[src/sv/bpht_ram.sv]
// Generic single-write, single-read RAM with registered read data.
// No dependencies.
module bpht_ram #(
  parameter int Width = 8,
  parameter int Depth = 16
) (
  input  logic                     clk_i,
  input  logic                     we_i,
  input  logic [$clog2(Depth)-1:0] waddr_i,
  input  logic [Width-1:0]         wdata_i,
  input  logic [$clog2(Depth)-1:0] raddr_i,
  output logic [Width-1:0]         rdata_o
);

  logic [Width-1:0] mem_q [Depth];

  // Write port and registered read port
  always_ff @(posedge clk_i) begin
    if (we_i) begin
      mem_q[waddr_i] <= wdata_i;
    end
    rdata_o <= mem_q[raddr_i];
  end

endmodule

[config.mk]
export PLATFORM = sky130hd
export DESIGN_NAME = bpht_ram
export DESIGN_NICKNAME = d
export VERILOG_FILES = /design/src/sv/bpht_ram.sv
export SDC_FILE = /design/constraint.sdc
export NUM_CORES = 1
export LEC_CHECK = 0
export BUFFER_PORTS_ARGS = -buffer_cell sky130_fd_sc_hd__buf_2
export CAP_MARGIN = 20
export CORE_MARGIN = 5
export CORE_UTILIZATION = 45
export CTS_CLUSTER_DIAMETER = 120
export CTS_CLUSTER_SIZE = 8
export DETAILED_ROUTE_END_ITERATION = 7
export GPL_TIMING_DRIVEN = 0
export SYNTH_ARGS = -nofsm -noshare
export SYNTH_HDL_FRONTEND = slang
export SYNTH_SLANG_ARGS = --single-unit
export TNS_END_PERCENT = 50
[constraint.sdc]
create_clock -name clk_i -period 2.2 [get_ports clk_i]
set_clock_uncertainty 0.2 [all_clocks]
set_input_delay 0.44 -clock clk_i [delete_from_list [all_inputs] [get_ports clk_i]]
set_output_delay 0.44 -clock clk_i [all_outputs]
set_load 0.05 [all_outputs]
==> results.toml, run 1 <==
[synthesis]
yosys.cell_types.count = 19
yosys.area_share.adder_pct = 0
ys_top_cells_by_area = "edfxtp_1 (75%), mux4_2 (7.9%), mux4_1 (7.1%)"
synth.most_common_cell = "edfxtp_1"
yosys.area_share.simple_pct = 3.18
ys_warn_count = 0
synth-xor-area-share_pct = 0
async_reset_ff_share_pct = 0
synthCells = 229
synth.largest_area_cell = "edfxtp_1"
synth_top_cells_by_count = "edfxtp_1 (128), mux4_2 (18), a22oi_1 (16)"
synth_compound_area_share_pct = 2.33
syn_area_um2 = 5150
synth-seq-cells = 136
syn_nets = 247
netlist.area_leader.share_pct = 74.7
synth_edf_count = 128
muxShareOfSynthArea_pct = 15.0
synth_top_family_by_area = "multiplexers"
synthFlopType = "edfxtp_1"
ys_seq_area_share_pct = 77.8
synth.avg_cell_area_um2 = 22.5

[route]
drt_iter0_markers = 119
drc = 0
drt-total-wl_um = 9560
wl_per_cell_um = 22.1
vias = 2361
drtPass1Iterations = 4
avgViaCountPerCell = 5.47
antenna_left = 0

[global_route]
grt-ovfl-total = 0
grtUsageTotal_pct = 15.6
grt_start_max_net_pins = 17
grt_pass1_vias = 2433
antenna_found_initial = 0
grt_pass1_wl_um = 14300

[status]
status = "complete, no violations"

[setup_path]
crit_arrival_ns = 1.80
worstRegToRegCells = 3
cp-start-kind = "primary input"
end_kind = "flip-flop"
worstPathRequired_ns = 2.11
worst-path-max-fanout = 6
reg2reg_setup_slack_ns = 0.57
worstSetupPathType = "in2reg"

[place]
hpwl_um = 6240
gp_congestion = 0.736
portBuffers = 24
place_inst = 400
dp_slack_ns = -0.130

[cts]
path_clk_slew_ns = 0.05
htree_levels = 4
numCtsBuffers = 17
cts_root_buf = "clkbuf_16"
cts_sinks = 136
ctsHoldBuffers = 0
cts_tree = "built"
clock_latency_ns = 0.41
cts_buffer_depth = 2
cts.repair.resized = 0
post_cts_buffers = 0

[pwr]
vdd_ir_drop_max_v = 0.000599
cellPowerDensity_nw_per_um2 = 976
leakage_nw = 2.04

[job]
maxCapViolCount = 0

[floorplanning]
core_area_um2 = 11300
die_x_um = 117
fp.dieArea_um2 = 13700
ios = 26
start_util_pct = 45.5
dieHeight_um = 117
num_rows = 39

[sta]
worst_slack_ns = 0.304
fin_crit_ns = 1.90
min_period_over_period_pct = 86.2
slew_violations = 0
fmax_mhz = 528
finalHoldViolCount = 0
rsz0062_at_grt = "no"
relSlewSlack_pct = 46.9
setup_tns_ns = 0
worst_pin_slew_ns = 0.794
setup_viol = 0

[cells_and_area]
diodes = 0
drive_gt1_share_pct = 29.1
area.growth.synth_to_final_pct = 17.1
final_nets = 294
stdcell_count = 432
final_util_pct = 53.2

[worst_hold_path]
hold_class = "in2reg"
hold_depth = 1
[final cells by class]
type                            count  area, µm²
Timing Repair Buffer               28        145
Sequential cell                   136       4000
Fill cell                         908       5290
Clock buffer                       20        447
Clock inverter                     12        109
Tap cell                          143        179
Multi-Input combinational cell     83       1060
Buffer                             10       86.3
[kinds of logic after synthesis]
group                  count (synthesis)
buffers and inverters                 10
muxes                                 32
DFF                                  136
and+or+nand+nor                       35
AOI/OAI and AO/OA                     16
[power breakdown]
group	internal [mW]	switching [mW]	total, mW
Sequential	2.90	0.0116	2.91
Clock	1.67	0.968	2.64
Combinational	0.116	0.216	0.332
Total	4.68	1.20	5.88
[metrics by stage]
step | power (mW) | area, µm² | hold WS, ns
floorplan | 3.17 | 5150 | 0.339
global placement | 3.29 | 5450 | 0.457
detailed placement | 3.30 | 5470 | 0.470
CTS | 5.93 | 6030 | 0.210
global route | 6.08 | 6030 | 0.224
finish | 5.88 | 6030 | 0.225
[metal layers]
layer / share of wire (%) / track usage [%] / vias to the layer above / routed length, µm
met5: 0 / 0 / - / 0
met3: 5.5 / 3.91 / 11 / 530
met4: 1.2 / 6.65 / 0 / 112
met2: 50 / 24.3 / 61 / 4760
li1: - / - / 1067 / -
met1: 43 / 21.1 / 1222 / 4160
[path summary, 6_finish.rpt]
kind	from	end
worst min register to register	mem_q[8][2]$_DFFE_PP_	rdata_o[2]$_DFF_P_
worst max register to register	mem_q[15][7]$_DFFE_PP_	rdata_o[7]$_DFF_P_
worst min-delay path	wdata_i[6]	mem_q[6][6]$_DFFE_PP_
worst max-delay path	waddr_i[2]	mem_q[0][1]$_DFFE_PP_
[worst max-delay path, stage by stage]
cell,delay (ns)
buf_2,0.12
or3b_2,0.53
nor3_1,0.42
buf_2,0.30
[placed cells by master, fill, tap and decap left out]
cell type | synthesis | routed
clkinv_1 | 0 | 3
dfxtp_1 | 8 | 8
buf_6 | 3 | 3
nand3_1 | 1 | 1
nand2b_1 | 2 | 2
or3b_2 | 1 | 1
mux4_1 | 14 | 14
buf_4 | 1 | 3
edfxtp_1 | 128 | 128
and2b_1 | 1 | 1
clkbuf_1 | 0 | 2
and2_1 | 1 | 1
nor2b_1 | 1 | 1
nor2_1 | 13 | 13
clkbuf_16 | 0 | 17
clkinvlp_4 | 0 | 1
clkinv_2 | 0 | 6
a22oi_1 | 16 | 16
nand3b_1 | 2 | 2
nor3_1 | 4 | 4
buf_2 | 3 | 29
clkdlybuf4s25_2 | 3 | 3
mux4_2 | 18 | 18
nand2_1 | 9 | 9
clkbuf_8 | 0 | 1
bufinv_16 | 0 | 2
[sequential cells by signal (all words and copies together) (netlist names)]
register	flops
mem_q	128
rdata_o	8
(Power assumes the default switching activity.)
==> run 2: changes to the inputs <==
--- a/config.mk
+++ b/config.mk
@@ -9,6 +9,7 @@
 export CAP_MARGIN = 20
 export CORE_MARGIN = 5
 export CORE_UTILIZATION = 45
+export CTS_BUF_LIST = sky130_fd_sc_hd__clkbuf_8
 export CTS_CLUSTER_DIAMETER = 120
 export CTS_CLUSTER_SIZE = 8
 export DETAILED_ROUTE_END_ITERATION = 7
==> results.toml, run 2 (synthesized netlist as in run 1, its figures left out) <==
[status]
status = "complete, no violations"

[cells_and_area]
top_regs = "mem_q: 128 flops, rdata_o: 8 flops"
final_common_cell = "edfxtp_1"
stdcell_count = 432
final_cell_mix = "edfxtp_1 (128), buf_2 (29), mux4_2 (18), clkbuf_8 (18), a22oi_1 (16)"
largest_register_ff_count = 128
area.growth.synth_to_final_pct = 13.4
diodes = 0
drive_gt1_share_pct = 29.1
final_nets = 294
regMostFlops = "mem_q"

[route]
antenna_left = 0
route.met3.wl_um = 280
vias = 2340
avgViaCountPerCell = 5.42
drtPass1Iterations = 4
drc = 0
topRoutingLayerUsed = "met4"
drt-total-wl_um = 9510
wl_per_cell_um = 22.0
dr_wl_met2_um = 4710
drt_iter0_markers = 125
wl_met1_um = 4350

[floorplanning]
core_area_um2 = 11300
fp.dieArea_um2 = 13700
start_util_pct = 45.5
ios = 26
dieHeight_um = 117
die_x_um = 117
num_rows = 39

[pwr]
cellPowerDensity_nw_per_um2 = 875
leakage_nw = 1.96
vdd_ir_drop_max_v = 0.000479
finalPower_mw = 5.11

[cts]
post_cts_buffers = 0
clock_latency_ns = 0.42
cts_tree = "built"
cts_sinks = 136
htree_levels = 4
cts.repair.resized = 0
ctsHoldBuffers = 0
cts_buffer_depth = 2
path_clk_slew_ns = 0.07
numCtsBuffers = 17
cts_root_buf = "clkbuf_8"

[sta]
fin_crit_ns = 1.89
slew_violations = 0
setup_viol = 0
min_period_over_period_pct = 85.8
worst_pin_slew_ns = 0.820
rsz0062_at_grt = "no"
fmax_mhz = 530
finalHoldViolCount = 0
relSlewSlack_pct = 45.1

[place]
hpwl_um = 6240
place_inst = 400
portBuffers = 24
gp_congestion = 0.736

[global_route]
grtUsageTotal_pct = 15.6
grt_pass1_vias = 2430
grt-ovfl-total = 0
grt_start_max_net_pins = 17
grt_pass1_wl_um = 14400
antenna_found_initial = 0

[setup_path]
worstPathRequired_ns = 2.12
end_kind = "flip-flop"
cp-start-kind = "primary input"
worstSetupPathType = "in2reg"
worst-path-max-fanout = 6
crit_arrival_ns = 1.81

[job]
maxCapViolCount = 0

[worst_hold_path]
hold_class = "in2reg"
-- run 2: changes by cell type in the layout (fill, tap and decap cells not counted), sizes merged --
cell and delta:
inv +2, clkbuf -2
-- run 2: through the flow --
step | util (%) | hold slack, ns | worst slack [ns] | cell area [µm²] | setup TNS [ns]
after floorplan | - | 0.339 | 0.0671 | 5150 | 0
after global placement | 48.1 | 0.457 | -0.540 | 5450 | -11.37
after detailed placement | 48.3 | 0.470 | -0.130 | 5470 | -3.71
after CTS | 51.5 | 0.185 | 0.331 | 5840 | 0
after global routing | 51.5 | 0.187 | 0.247 | 5840 | 0
final | 51.5 | 0.209 | 0.312 | 5840 | 0
-- run 2: critical path, cell delays in order --
cell    delay, ns
buf_2        0.12
or3b_2       0.52
nor3_1       0.43
buf_2        0.30
-- run 2: final timing paths --
kind / startpoint / to / cells after the start / slack [ns]
max: waddr_i[2] / mem_q[0][1]$_DFFE_PP_ / 4 / 0.31
min: wdata_i[6] / mem_q[6][6]$_DFFE_PP_ / 1 / 0.21
max reg2reg: mem_q[15][7]$_DFFE_PP_ / rdata_o[7]$_DFF_P_ / 3 / 0.59
min reg2reg: mem_q[8][2]$_DFFE_PP_ / rdata_o[2]$_DFF_P_ / 3 / 0.48
-- run 2: cell type report --
| class | instances | area, µm² |
|---|---|---|
| Fill cell | 927 | 5490 |
| Sequential cell | 136 | 4000 |
| Multi-Input combinational cell | 83 | 1060 |
| Clock buffer | 18 | 248 |
| Tap cell | 143 | 179 |
| Timing Repair Buffer | 28 | 145 |
| Clock inverter | 14 | 116 |
| Buffer | 10 | 86.3 |
-- run 2: metal layers --
| metal | vias to the layer above | track usage, % |
|---|---|---|
| met4 | 0 | 6.12 |
| met3 | 9 | 4.37 |
| met1 | 1223 | 21.6 |
| met5 | - | 0 |
| li1 | 1063 | - |
| met2 | 45 | 23.9 |
-- run 2: report_power, final --
group | switching (mW) | internal (mW) | total, mW | leakage, nW
Clock | 0.865 | 1.00 | 1.87 | 0.197
Combinational | 0.216 | 0.116 | 0.333 | 0.537
Sequential | 0.0116 | 2.89 | 2.91 | 1.22
