**config.mk**
```make
export PLATFORM = sky130hd
export DESIGN_NAME = bpht_hash
export DESIGN_NICKNAME = d
export VERILOG_FILES = /design/src/sv/bpht_pkg.sv /design/src/sv/bpht_hash.sv
export SDC_FILE = /design/constraint.sdc
export NUM_CORES = 1
export LEC_CHECK = 0
export BUFFER_PORTS_ARGS = -buffer_cell sky130_fd_sc_hd__buf_2
export CAP_MARGIN = 10
export CORE_MARGIN = 10
export CORE_UTILIZATION = 41
export DETAILED_ROUTE_END_ITERATION = 8
export GPL_TIMING_DRIVEN = 0
export SLEW_MARGIN = 20
export SYNTH_ARGS = -nofsm -noshare
export SYNTH_HDL_FRONTEND = slang
export SYNTH_SLANG_ARGS = --single-unit
```
**constraint.sdc**
```tcl
create_clock -name clk_i -period 6.99 [get_ports clk_i]
set_clock_uncertainty 0.1 [all_clocks]
set_input_delay 1.0485 -clock clk_i [delete_from_list [all_inputs] [get_ports clk_i]]
set_output_delay 1.0485 -clock clk_i [all_outputs]
set_load 0.05 [all_outputs]
```
**src/sv/bpht_pkg.sv**
```systemverilog
// Shared types and constants of the bucketed process hash table.
// Used by the hash unit and the top level; depends on nothing.
package bpht_pkg;

  // Table geometry (bucket count must be a power of two)
  localparam int NumBuckets     = 64;
  localparam int SlotsPerBucket = 4;
  localparam int ProcessLimit   = 128;
  localparam int TotalSlots     = NumBuckets * SlotsPerBucket;

  localparam int BucketBits = (NumBuckets > 1) ? $clog2(NumBuckets) : 1;
  localparam int SlotBits   = (SlotsPerBucket > 1) ? $clog2(SlotsPerBucket) : 1;
  localparam int AddrBits   = (TotalSlots > 1) ? $clog2(TotalSlots) : 1;
  localparam int TotalBits  = $clog2(ProcessLimit + 1);

  // Hash constants
  localparam logic [31:0] MixMul = 32'd282563095;
  localparam logic [31:0] MixAdd = 32'd29634029;
  localparam logic [31:0] MixMod = 32'd993683819;

  typedef enum logic [1:0] {
    OP_INSERT = 2'd0,
    OP_DELETE = 2'd1,
    OP_FIND   = 2'd2,
    OP_NONE   = 2'd3
  } op_e;

  typedef enum logic [1:0] {
    RES_OK          = 2'd0,
    RES_BUCKET_FULL = 2'd1,
    RES_TABLE_FULL  = 2'd2,
    RES_NOT_FOUND   = 2'd3
  } result_e;

  // Stored process record
  typedef struct packed {
    logic [7:0]  prio;
    logic [31:0] runtime;
    logic [31:0] pc;
    logic [31:0] sp;
    logic [31:0] status;
  } rec_t;

  localparam int RecBits = $bits(rec_t);

endpackage

```
**src/sv/bpht_hash.sv**
```systemverilog
// Bucket hash: one multiply, one add, then an iterative compare-subtract
// reduction modulo the mixing prime. Depends on bpht_pkg.
module bpht_hash (
  input  logic                            clk_i,
  input  logic                            rst_ni,
  input  logic                            start_i,
  input  logic [30:0]                     id_i,
  output logic                            done_o,
  output logic [bpht_pkg::BucketBits-1:0] bucket_o
);

  localparam logic [1:0] H_IDLE = 2'd0;
  localparam logic [1:0] H_MUL  = 2'd1;
  localparam logic [1:0] H_ADD  = 2'd2;
  localparam logic [1:0] H_RED  = 2'd3;

  logic [1:0]  state_q, state_d;
  logic [30:0] id_q;
  logic [31:0] prod_q, prod_d;
  logic [31:0] rem_q, rem_d;
  logic        ge_mod;

  // Shared compare-subtract unit
  assign ge_mod = (rem_q >= bpht_pkg::MixMod);

  always_comb begin
    state_d = state_q;
    prod_d  = prod_q;
    rem_d   = rem_q;
    done_o  = 1'b0;
    unique case (state_q)
      H_IDLE: begin
        if (start_i) state_d = H_MUL;
      end
      H_MUL: begin
        prod_d  = 32'({1'b0, id_q} * bpht_pkg::MixMul);
        state_d = H_ADD;
      end
      H_ADD: begin
        rem_d   = prod_q + bpht_pkg::MixAdd;
        state_d = H_RED;
      end
      H_RED: begin
        if (ge_mod) begin
          rem_d = rem_q - bpht_pkg::MixMod;
        end else begin
          done_o  = 1'b1;
          state_d = H_IDLE;
        end
      end
      default: state_d = H_IDLE;
    endcase
  end

  // Power-of-two bucket count: the final modulo is a mask
  assign bucket_o = rem_q[bpht_pkg::BucketBits-1:0];

  always_ff @(posedge clk_i or negedge rst_ni) begin
    if (!rst_ni) begin
      state_q <= H_IDLE;
    end else begin
      state_q <= state_d;
    end
  end

  always_ff @(posedge clk_i) begin
    if (start_i && (state_q == H_IDLE)) id_q <= id_i;
    prod_q <= prod_d;
    rem_q  <= rem_d;
  end

endmodule
```
==> results of run 1 <==
sequential cells by signal, indices dropped and copies added (netlist names):
register / flops
state_q: 2
id_q: 31
rem_q: 32
prod_q: 32
synthesized netlist by cell type (all sizes together), types with 11 or more instances:
master,number,area share [%]
a21oi,42,1.7
nand3,17,0.65
fa,163,25
edfxtp,95,22
nor2,48,1.4
ha,218,21
nand2,42,1.2
inv,303,8.8
xnor2,72,4.9
o21ai,20,0.77
nor3,11,0.42
a21o,22,1.3
xor2,44,3.0
per-stage QoR:
stage               worst slack (ns)  util [%]  hold slack, ns  instance area [sq um]
floorplan                      0.511         -           0.434                  13000
global placement              -0.140      43.6           0.473                  13700
detailed placement            -0.139      43.8           0.493                  13800
CTS                           0.0335      45.3           0.341                  14200
global route                  0.0310      45.7           0.349                  14400
finish                         0.290      45.7           0.353                  14400
metal layers:
layer  vias up  track usage (%)  wire length (um)
li1       4118                -                 -
met1      3981             20.7             13700
met2       104             26.1             13800
met3        19             2.24               741
met4         0             3.08               376
met5         -                0                 0
worst reg2reg max path, stage by stage, from the launching register on:
cell and delay [ns]:
edfxtp_1 0.52, buf_4 0.21, ha_1 0.34, xor2_1 0.16
ha_1 0.29, ha_1 0.13, inv_1 0.05, fa_1 0.48
inv_1 0.06, fa_1 0.57, fa_1 0.44, fa_1 0.49
inv_1 0.05, fa_1 0.48, inv_1 0.04, ha_1 0.36
and4_1 0.25, a221o_1 0.37, a2111oi_4 0.37, a21boi_2 0.13
a211o_1 0.27, a21oi_1 0.17, xnor2_1 0.11
kinds of logic after synthesis:
| logic type | count (synthesis) | synth area share (%) |
|---|---|---|
| flops | 97 | 22.3 |
| simple gates | 151 | 5.38 |
| fa+ha+maj | 381 | 46.1 |
| mux | 8 | 0.665 |
| compound gates | 151 | 8.28 |
| xor+xnor | 116 | 7.82 |
| buf+inv | 319 | 9.39 |
timing repair:
item / CTS / global route
pin swaps: 0 / 3
hold buffers: 0 / 0
cloned: 0 / 0
setup endpoints to repair: 4 / 4
resized for setup: 0 / 14
setup buffers: 22 / 7
endpoints found under the hold margin: 0 / 0
layout make-up:
| cell class | instances | area [sq um] | area share (%) |
|---|---|---|---|
| clock inverter | 5 | 38.8 | 0.270 |
| buffer | 16 | 82.6 | 0.575 |
| sequential | 97 | 2900 | 20.2 |
| multi-input combinational | 807 | 8970 | 62.5 |
| clock buffer | 10 | 229 | 1.59 |
| tap | 402 | 503 | 3.50 |
| inverter | 303 | 1140 | 7.92 |
| timing repair buffer | 71 | 490 | 3.42 |
worst paths after layout:
check	to	cells after the start	slack [ns]
min in group clk_i	state_q[1]	1	0.51
max in group asynchronous	state_q[0]	1	6.34
min reg2reg	state_q[1]	1	0.51
max	prod_q[30]	22	0.29
max reg2reg	prod_q[30]	22	0.29
min	state_q[1]	1	0.35
==> key figures, run 1 <==
Final layout
  – Layout Nets: 1720
  – Layout area overhead: 10.5%
  – Commonest non-fill, non-tap cell in the layout: inv_1
  – Diode count: 0
  – Filler instances: 3017
  – Layout cells sized above 1: 9.17%
  – Most frequent cells in the layout: 303 x inv_1, 211 x ha_1, 163 x fa_1
  – Non-Filler Instances: 1711

Critical path
  – Worst path max stage delay: about 0.56 ns
  – Worst r2r src: id_q[4]
  – Critical path arrival: 6.70 ns
  – Worst setup EP type: flip-flop
  – CP Cell Sequence: buf_4 > ha_1 > xor2_1 > ha_1 > ha_1 > inv_1 > fa_1 > inv_1 > fa_1 > fa_1 > fa_1 > inv_1 > fa_1 > inv_1 > ha_1 > and4_1 > a221o_1 > a2111oi_4 > a21boi_2 > a211o_1 > a21oi_1 > xnor2_1
  – CP delay by family, top: adder cells
  – WP data required: 6.99 ns
  – Crit path from: id_q[4]
  – Worst Path Max Fanout: 6
  – Critical path type: flip-flop to flip-flop
  – Cell mode on critical path: fa_1
  – CP bufs+invs: 5
  – Critical-path top delay cell: fa_1
  – CP startpoint kind: flip-flop

STA
  – Measured slew at the worst slew-check pin: 0.963 ns
  – Final setup violation count: 0
  – Fmax: 149 MHz
  – RSZ-0062 raised after global routing: no
  – Setup TNS Final: 0 ns
  – Final min period: ~6.7 ns
  – Tcrit/Tclk final: between 90% and 100%
  – Rel. slew slack: between 30 and 40%
  – Final Slew Violations: 0
  – Final Hold Vio Count: 0

Flow run
  – Max-cap viol count: 0

Global route
  – Gr usage total: 15.5%
  – Maximum number of pins on one net before global-route repair: 33
  – Grt ovf: 0
  – Antenna violations before repair: 0
  – Vias in the first global route: roughly 8900
  – Global-route wire length before repair: 46800 um

Clocking
  – Clock sink count: a little under 100
  – Worst-skew pair later-pin latency: 0.37 ns
  – Clock transition at path regs: 0.08 ns
  – CTS tree: yes
  – Num CTS Buffers: 9
  – H-tree depth: 3
  – Clock Tree Buf Depth: 2
  – Root Driver: clkbuf_16

Outcome
  – Status: completed

Logic synthesis
  – Syn avg cell area: about 11 sq um
  – Yosys reg bits: 97
  – Cell variety after synth: 58
  – Post-synthesis cell count: 1223
  – Post-synth top flop: edfxtp_1
  – Sequential area share after synthesis: 22.3%
  – YS warnings: 0
  – Post-synth net total: 1638
  – Ys async rst share: 2.06%
  – EDFF count, synth: between 90 and 100
  – Netlist Area Pre-Place: approximately 13000 sq um

Drt
  – DRT Pass-1 Iters: 4
  – DR iter-0 viols: around 280
  – Vias post-DR: about 8200
  – Vias per inst: 4.81
  – DRC Markers: 0
  – ANT nets after route: 0
  – Post-DR wirelength/cell: 16.7 um
  – DRT Wirelength: 28600 um

Floorplanning
  – Die Wd: 198 um
  – Die height: ~200 um
  – Core area: between 30000 and 40000 sq um
  – Die area: 39200 sq um
  – Io pins: 41
  – Row cnt: 65
  – Starting Density: 41.4%

Placement
  – Dpl cells: 1667
  – DP HPWL: approximately 23000 um
  – Port Buf Inserts: 40
  – Final GP Congestion: 0.845

Worst hold path
  – Hold Crit Class: input port to async pin
Power of run 1 is not shown: default switching activity piles up to over one toggle a cycle in this logic, so the estimate is an artifact.
==> run 2: changes to the inputs <==
- CTS_BUF_LIST: not set -> sky130_fd_sc_hd__clkbuf_4 sky130_fd_sc_hd__clkbuf_8 sky130_fd_sc_hd__clkbuf_16
- HOLD_SLACK_MARGIN: not set -> 0.05
==> key figures, run 2 (synthesized netlist as in run 1, its figures left out) <==
Clocking
  – H-tree depth: 3 (unchanged)
  – Cts hold-fix bufs: 0 (unchanged)
  – Root Driver: clkbuf_16
  – Clock transition at path regs: 0.08 ns (about the same)
  – Worst-skew pair later-pin latency: 0.37 ns (about the same)
  – Clock sink count: 97 (unchanged)
  – Num CTS Buffers: 9 (unchanged)
  – Clock Tree Buf Depth: 2 (unchanged)
  – CTS tree: yes

Floorplanning
  – Io pins: 41 (unchanged)
  – Row cnt: 65 (unchanged)
  – Starting Density: 41.4% (unchanged)
  – Die area: 39200 sq um (unchanged)
  – Die Wd: 198 um (unchanged)
  – Die height: 198 um (unchanged)
  – Core area: 31400 sq um (unchanged)

Final layout
  – Non-Filler Instances: 1711 (unchanged)
  – Most frequent cells in the layout: 303 x inv_1, 211 x ha_1, 163 x fa_1
  – Layout cells sized above 1: 9.24% (+0.076 points)
  – Biggest regs: prod_q: 32 flops, rem_q: 32 flops, id_q: 31 flops
  – Layout area overhead: 10.5% (about the same)
  – Diode count: 0 (unchanged)
  – Filler instances: 3016 (-0.033%)
  – Final Cell Area: 14400 sq um (about the same)
  – Commonest non-fill, non-tap cell in the layout: inv_1
  – Sequential Area: 2900 sq um (unchanged)
  – Layout Nets: 1720 (unchanged)
  – Multi-input gate area: 8970 sq um (unchanged)

STA
  – Final setup violation count: 0 (unchanged)
  – Tcrit/Tclk final: 95.9% (about the same)
  – Fmax: 149 MHz (about the same)
  – Final Hold Vio Count: 0 (unchanged)
  – RSZ-0062 raised after global routing: no
  – Measured slew at the worst slew-check pin: 0.977 ns (+0.0138 ns)
  – Final Slew Violations: 0 (unchanged)
  – Final min period: 6.71 ns (+0.00495 ns)
  – Final setup margin: 0.285 ns (-0.00495 ns)
  – Rel. slew slack: 33.2% (-0.95 points)
  – WHS: 0.357 ns (+0.00407 ns)

Flow run
  – Max-cap viol count: 0 (unchanged)

Placement
  – Pre-CTS setup slack: -0.139 ns (unchanged)
  – DP HPWL: 23400 um (unchanged)
  – Dpl cells: 1667 (unchanged)
  – Port Buf Inserts: 40 (unchanged)
  – Final GP Congestion: 0.845 (unchanged)
  – Placed inst area: 13800 sq um (unchanged)

Critical path
  – Critical path type: flip-flop to flip-flop
  – Critical path arrival: 6.70 ns (about the same)
  – Worst Path Max Fanout: 6 (unchanged)
  – Worst setup EP type: flip-flop
  – WP data required: 6.98 ns (about the same)
  – Reg2Reg Depth: 22 (unchanged)
  – CP startpoint kind: flip-flop

Drt
  – DRC Markers: 0 (unchanged)
  – Vias post-DR: 8205 (-0.21%)
  – Vias per inst: 4.80 (-0.21%)
  – Post-DR wirelength/cell: 16.7 um (about the same)
  – DRT Wirelength: 28600 um (about the same)
  – DR iter-0 viols: 281 (+2.2%)
  – DRT Pass-1 Iters: 5 (+1)
  – ANT nets after route: 0 (unchanged)

Global route
  – Vias in the first global route: 8855 (+0.034%)
  – Gr usage total: 15.5% (about the same)
  – Antenna violations before repair: 0 (unchanged)
  – Global-route wire length before repair: 46900 um (about the same)
  – Grt ovf: 0 (unchanged)
  – Maximum number of pins on one net before global-route repair: 33 (unchanged)

Worst hold path
  – Hold Crit Class: input port to async pin

Outcome
  – Status: completed
[run 2: metrics by stage]
stage | setup TNS (ns) | utilization, %
6_report | 0 | 45.7
5_1_grt | 0 | 45.7
4_1_cts | 0 | 45.3
3_5_place_dp | -0.311 | 43.8
3_3_place_gp | -0.334 | 43.6
2_1_floorplan | 0 | -
[run 2: routing by layer]
| metal | up-vias | GRT usage (%) | wire (um) |
|---|---|---|---|
| li1 | 4120 | - | - |
| met1 | 3962 | 20.7 | 13700 |
| met4 | 0 | 3.08 | 327 |
| met5 | - | 0 | 0 |
| met3 | 15 | 2.24 | 757 |
| met2 | 108 | 26.1 | 13800 |
[run 2: path summary, 6_finish.rpt]
kind,startpoint,end,slack (ns)
worst min-delay path,rst_ni,state_q[1],0.36
worst min register to register,state_q[1],state_q[1],0.51
max in group asynchronous,rst_ni,state_q[0],6.34
worst max-delay path,id_q[4],prod_q[30],0.28
worst max register to register,id_q[4],prod_q[30],0.28
min in group clk_i,state_q[1],state_q[1],0.51
[run 2: what timing repair did]
item | 4_1_cts | 5_1_grt
hold endpoints to repair | 0 | 0
setup buffers | 22 | 7
setup endpoints to repair | 4 | 4
gates cloned | 0 | 0
pin swaps | 0 | 3
resized for setup | 0 | 14
[run 2: layout make-up]
| class | instances | area share [%] |
|---|---|---|
| clock inverters | 5 | 0.270 |
| flip-flops and latches | 97 | 20.2 |
| clock buffers | 10 | 1.62 |
| well taps | 402 | 3.50 |
| multi-input cells | 807 | 62.5 |
| plain buffers | 16 | 0.575 |
| repair buffers | 71 | 3.42 |
| inverters | 303 | 7.92 |
[run 2: worst max-delay path, cell delays in order, from the launching register on]
cell       delay (ns)
edfxtp_1         0.53
buf_4            0.21
ha_1             0.34
xor2_1           0.16
ha_1             0.29
ha_1             0.13
inv_1            0.05
fa_1             0.48
inv_1            0.06
fa_1             0.56
fa_1             0.44
fa_1             0.49
inv_1            0.05
fa_1             0.48
inv_1            0.04
ha_1             0.36
and4_1           0.25
a221o_1          0.37
a2111oi_4        0.37
a21boi_2         0.13
a211o_1          0.27
a21oi_1          0.17
xnor2_1          0.11
Power of run 2 is left out for the same reason.
==> run 3: changes to the inputs <==
- ABC_AREA: not set -> 1
- CTS_CLUSTER_SIZE: not set -> 20
==> key figures, run 3 <==
Floorplanning
  – Row cnt: 69 (+6.2%)
  – Io pins: 41 (unchanged)
  – Die height: 209 um (+5.7%)
  – Die Wd: 209 um (+5.7%)
  – Die area: 43800 sq um (+12%)
  – Starting Density: 41.4% (about the same)
  – Core area: 35500 sq um (+13%)

Critical path
  – Reg2Reg Setup Slack: 0.43 ns (+0.15 ns)
  – Worst setup EP type: flip-flop
  – Critical path arrival: 6.54 ns (-0.16 ns)
  – WP data required: 6.98 ns (about the same)
  – Worst Path Max Fanout: 9 (+3)
  – Critical path type: flip-flop to flip-flop
  – CP startpoint kind: flip-flop

Final layout
  – Layout cells sized above 1: 5.92% (-3.3 points)
  – Diode count: 0 (unchanged)
  – Layout area overhead: 7.89%
  – Filler instances: 3561 (+18%)
  – Layout Nets: 2236 (+30%)
  – Biggest regs: prod_q: 32 flops, rem_q: 32 flops, id_q: 31 flops
  – Most frequent cells in the layout: 438 x inv_1, 324 x nand2_1, 217 x ha_1
  – Commonest non-fill, non-tap cell in the layout: inv_1

Outcome
  – Status: completed

STA
  – Final setup violation count: 0 (unchanged)
  – Final setup margin: 0.432 ns (+0.147 ns)
  – Tcrit/Tclk final: 93.8% (-2.1 points)
  – Final Hold Vio Count: 0 (unchanged)
  – Rel. slew slack: 46.8% (+14 points)
  – Measured slew at the worst slew-check pin: 0.795 ns (-0.181 ns)
  – RSZ-0062 raised after global routing: no
  – Fmax: 152 MHz (+2.2%)
  – Final Slew Violations: 0 (unchanged)
  – Final min period: 6.56 ns (-0.147 ns)
  – Setup TNS Final: 0 ns (unchanged)

Drt
  – Post-DR wirelength/cell: 17.0 um (+1.6%)
  – DRC Markers: 0 (unchanged)
  – Vias per inst: 4.95 (+3.3%)
  – DR iter-0 viols: 593 (+110%)
  – DRT Pass-1 Iters: 4 (-1)
  – DRT Wirelength: 38800 um (+36%)
  – ANT nets after route: 0 (unchanged)
  – Vias post-DR: 11300 (+38%)

Logic synthesis
  – Synth area leader: fa_1
  – Cell variety after synth: 50 (-14%)
  – Syn avg cell area: 8.30 sq um (-22%)
  – Count leader, synth: inv_1
  – EDFF count, synth: 95 (unchanged)
  – Mux contribution to synthesized area: 0.0682% (-0.60 points)
  – Sequential area share after synthesis: 19.8% (-2.6 points)
  – YS warnings: 0 (unchanged)
  – Largest family of logic cells by synthesized area: adder cells
  – Fraction of the mapped netlist area in adder cells: 40.8% (-5.3 points)
  – Post-Synth Simple-Gate Area: 17.4% (+12 points)
  – Xor/xnor share of the synthesized area: 2.80% (-5.0 points)
  – Post-synthesis cell count: 1769 (+45%)
  – Post-synth net total: 2184 (+33%)
  – Post-synth top flop: edfxtp_1
  – Compound-Gate Fraction of Synth Area: 7.16% (-1.1 points)
  – Yosys reg bits: 97 (unchanged)
  – Netlist Area Pre-Place: 14700 sq um (+13%)
  – Synth top cells by count: 439 x inv_1, 325 x nand2_1, 218 x ha_1, 163 x fa_1, 116 x nor2_1
  – Area share of the largest cell type after synthesis: 22.2% (-2.9 points)
  – Ys async rst share: 2.06% (unchanged)
  – Top post-synthesis cells by area: fa_1 22%, edfxtp_1 19%, ha_1 19%

Global route
  – Grt ovf: 0 (unchanged)
  – Maximum number of pins on one net before global-route repair: 33 (unchanged)
  – Vias in the first global route: 12100 (+36%)
  – Global-route wire length before repair: 63300 um (+35%)
  – Gr usage total: 18.4% (+3.0 points)
  – Antenna violations before repair: 0 (unchanged)

Clocking
  – Num CTS Buffers: 9 (unchanged)
  – Clock sink count: 97 (unchanged)
  – Clock transition at path regs: 0.07 ns (about the same)
  – Post-cts resize count: 0 (unchanged)
  – Root Driver: clkbuf_16
  – H-tree depth: 3 (unchanged)
  – CTS tree: yes
  – Cts hold-fix bufs: 0 (unchanged)
  – Post-CTS setup buffer count: 0 (-100%)
  – Clock Tree Buf Depth: 2 (unchanged)
  – Worst-skew pair later-pin latency: 0.38 ns (about the same)

Flow run
  – Max-cap viol count: 0 (unchanged)

Placement
  – Port Buf Inserts: 40 (unchanged)
  – Final GP Congestion: 0.926 (+9.6%)
  – Pre-CTS setup slack: 0.424 ns (+0.563 ns)
  – DP HPWL: 33700 um (+44%)

Worst hold path
  – Hold Crit Class: input port to async pin
run 3: final cells by class:
cell class	count	area (sq um)	area share [%]
Multi-Input combinational cell	1212	10000	63.3
Sequential cell	97	2900	18.3
Inverter	446	1670	10.6
Tap cell	461	577	3.64
Clock buffer	9	225	1.42
Timing Repair Buffer	41	220	1.39
Clock inverter	6	131	0.830
Buffer	14	77.6	0.490
run 3: critical path, stage by stage (launching register included):
cell and delay [ns]:
edfxtp_1 0.67, ha_1 0.45, inv_1 0.07, fa_1 0.53
inv_1 0.05, fa_1 0.49, fa_1 0.57, fa_1 0.45
fa_1 0.46, fa_1 0.49, inv_1 0.05, fa_1 0.47
inv_1 0.04, ha_1 0.33, nand2_1 0.18, o21ai_0 0.16
a21oi_1 0.15, o21ai_0 0.12, nand2b_1 0.18, nand3_1 0.09
nand2_1 0.16
run 3: layer usage:
metal | vias to the layer above | routed length (um) | track usage, %
met3 | 45 | 1420 | 2.22
met4 | 0 | 920 | 5.98
met1 | 5418 | 17100 | 22.4
met2 | 206 | 19400 | 33.0
li1 | 5658 | - | -
met5 | - | 0 | 0
run 3: final timing paths:
| path | to | start | cells past startpoint |
|---|---|---|---|
| setup / recovery | prod_q[31] | id_q[9] | 20 |
| hold reg to reg | state_q[1] | state_q[1] | 2 |
| max in group asynchronous | state_q[0] | rst_ni | 1 |
| min in group clk_i | state_q[1] | state_q[1] | 2 |
| setup reg to reg | prod_q[31] | id_q[9] | 20 |
| hold / removal | state_q[1] | rst_ni | 1 |
run 3: cells by family (layout without fill, tap and decap cells):
kind of cell,after synthesis,count (layout)
compound gates,181,181
xor+xnor,47,47
fa+ha+maj,381,381
buf+inv,460,516
flops,97,97
mux,1,1
simple gates,602,602
run 3: stage by stage:
step                cells  instance area, sq um  util (%)  hold slack (ns)
floorplan            1769                 14700         -            0.390
global placement     2270                 15500      43.6            0.417
detailed placement   2271                 15500      43.6            0.434
CTS                  2286                 15800      44.6            0.317
global route         2286                 15800      44.6            0.321
finish               2286                 15800      44.6            0.337
Power of run 3 is left out for the same reason.
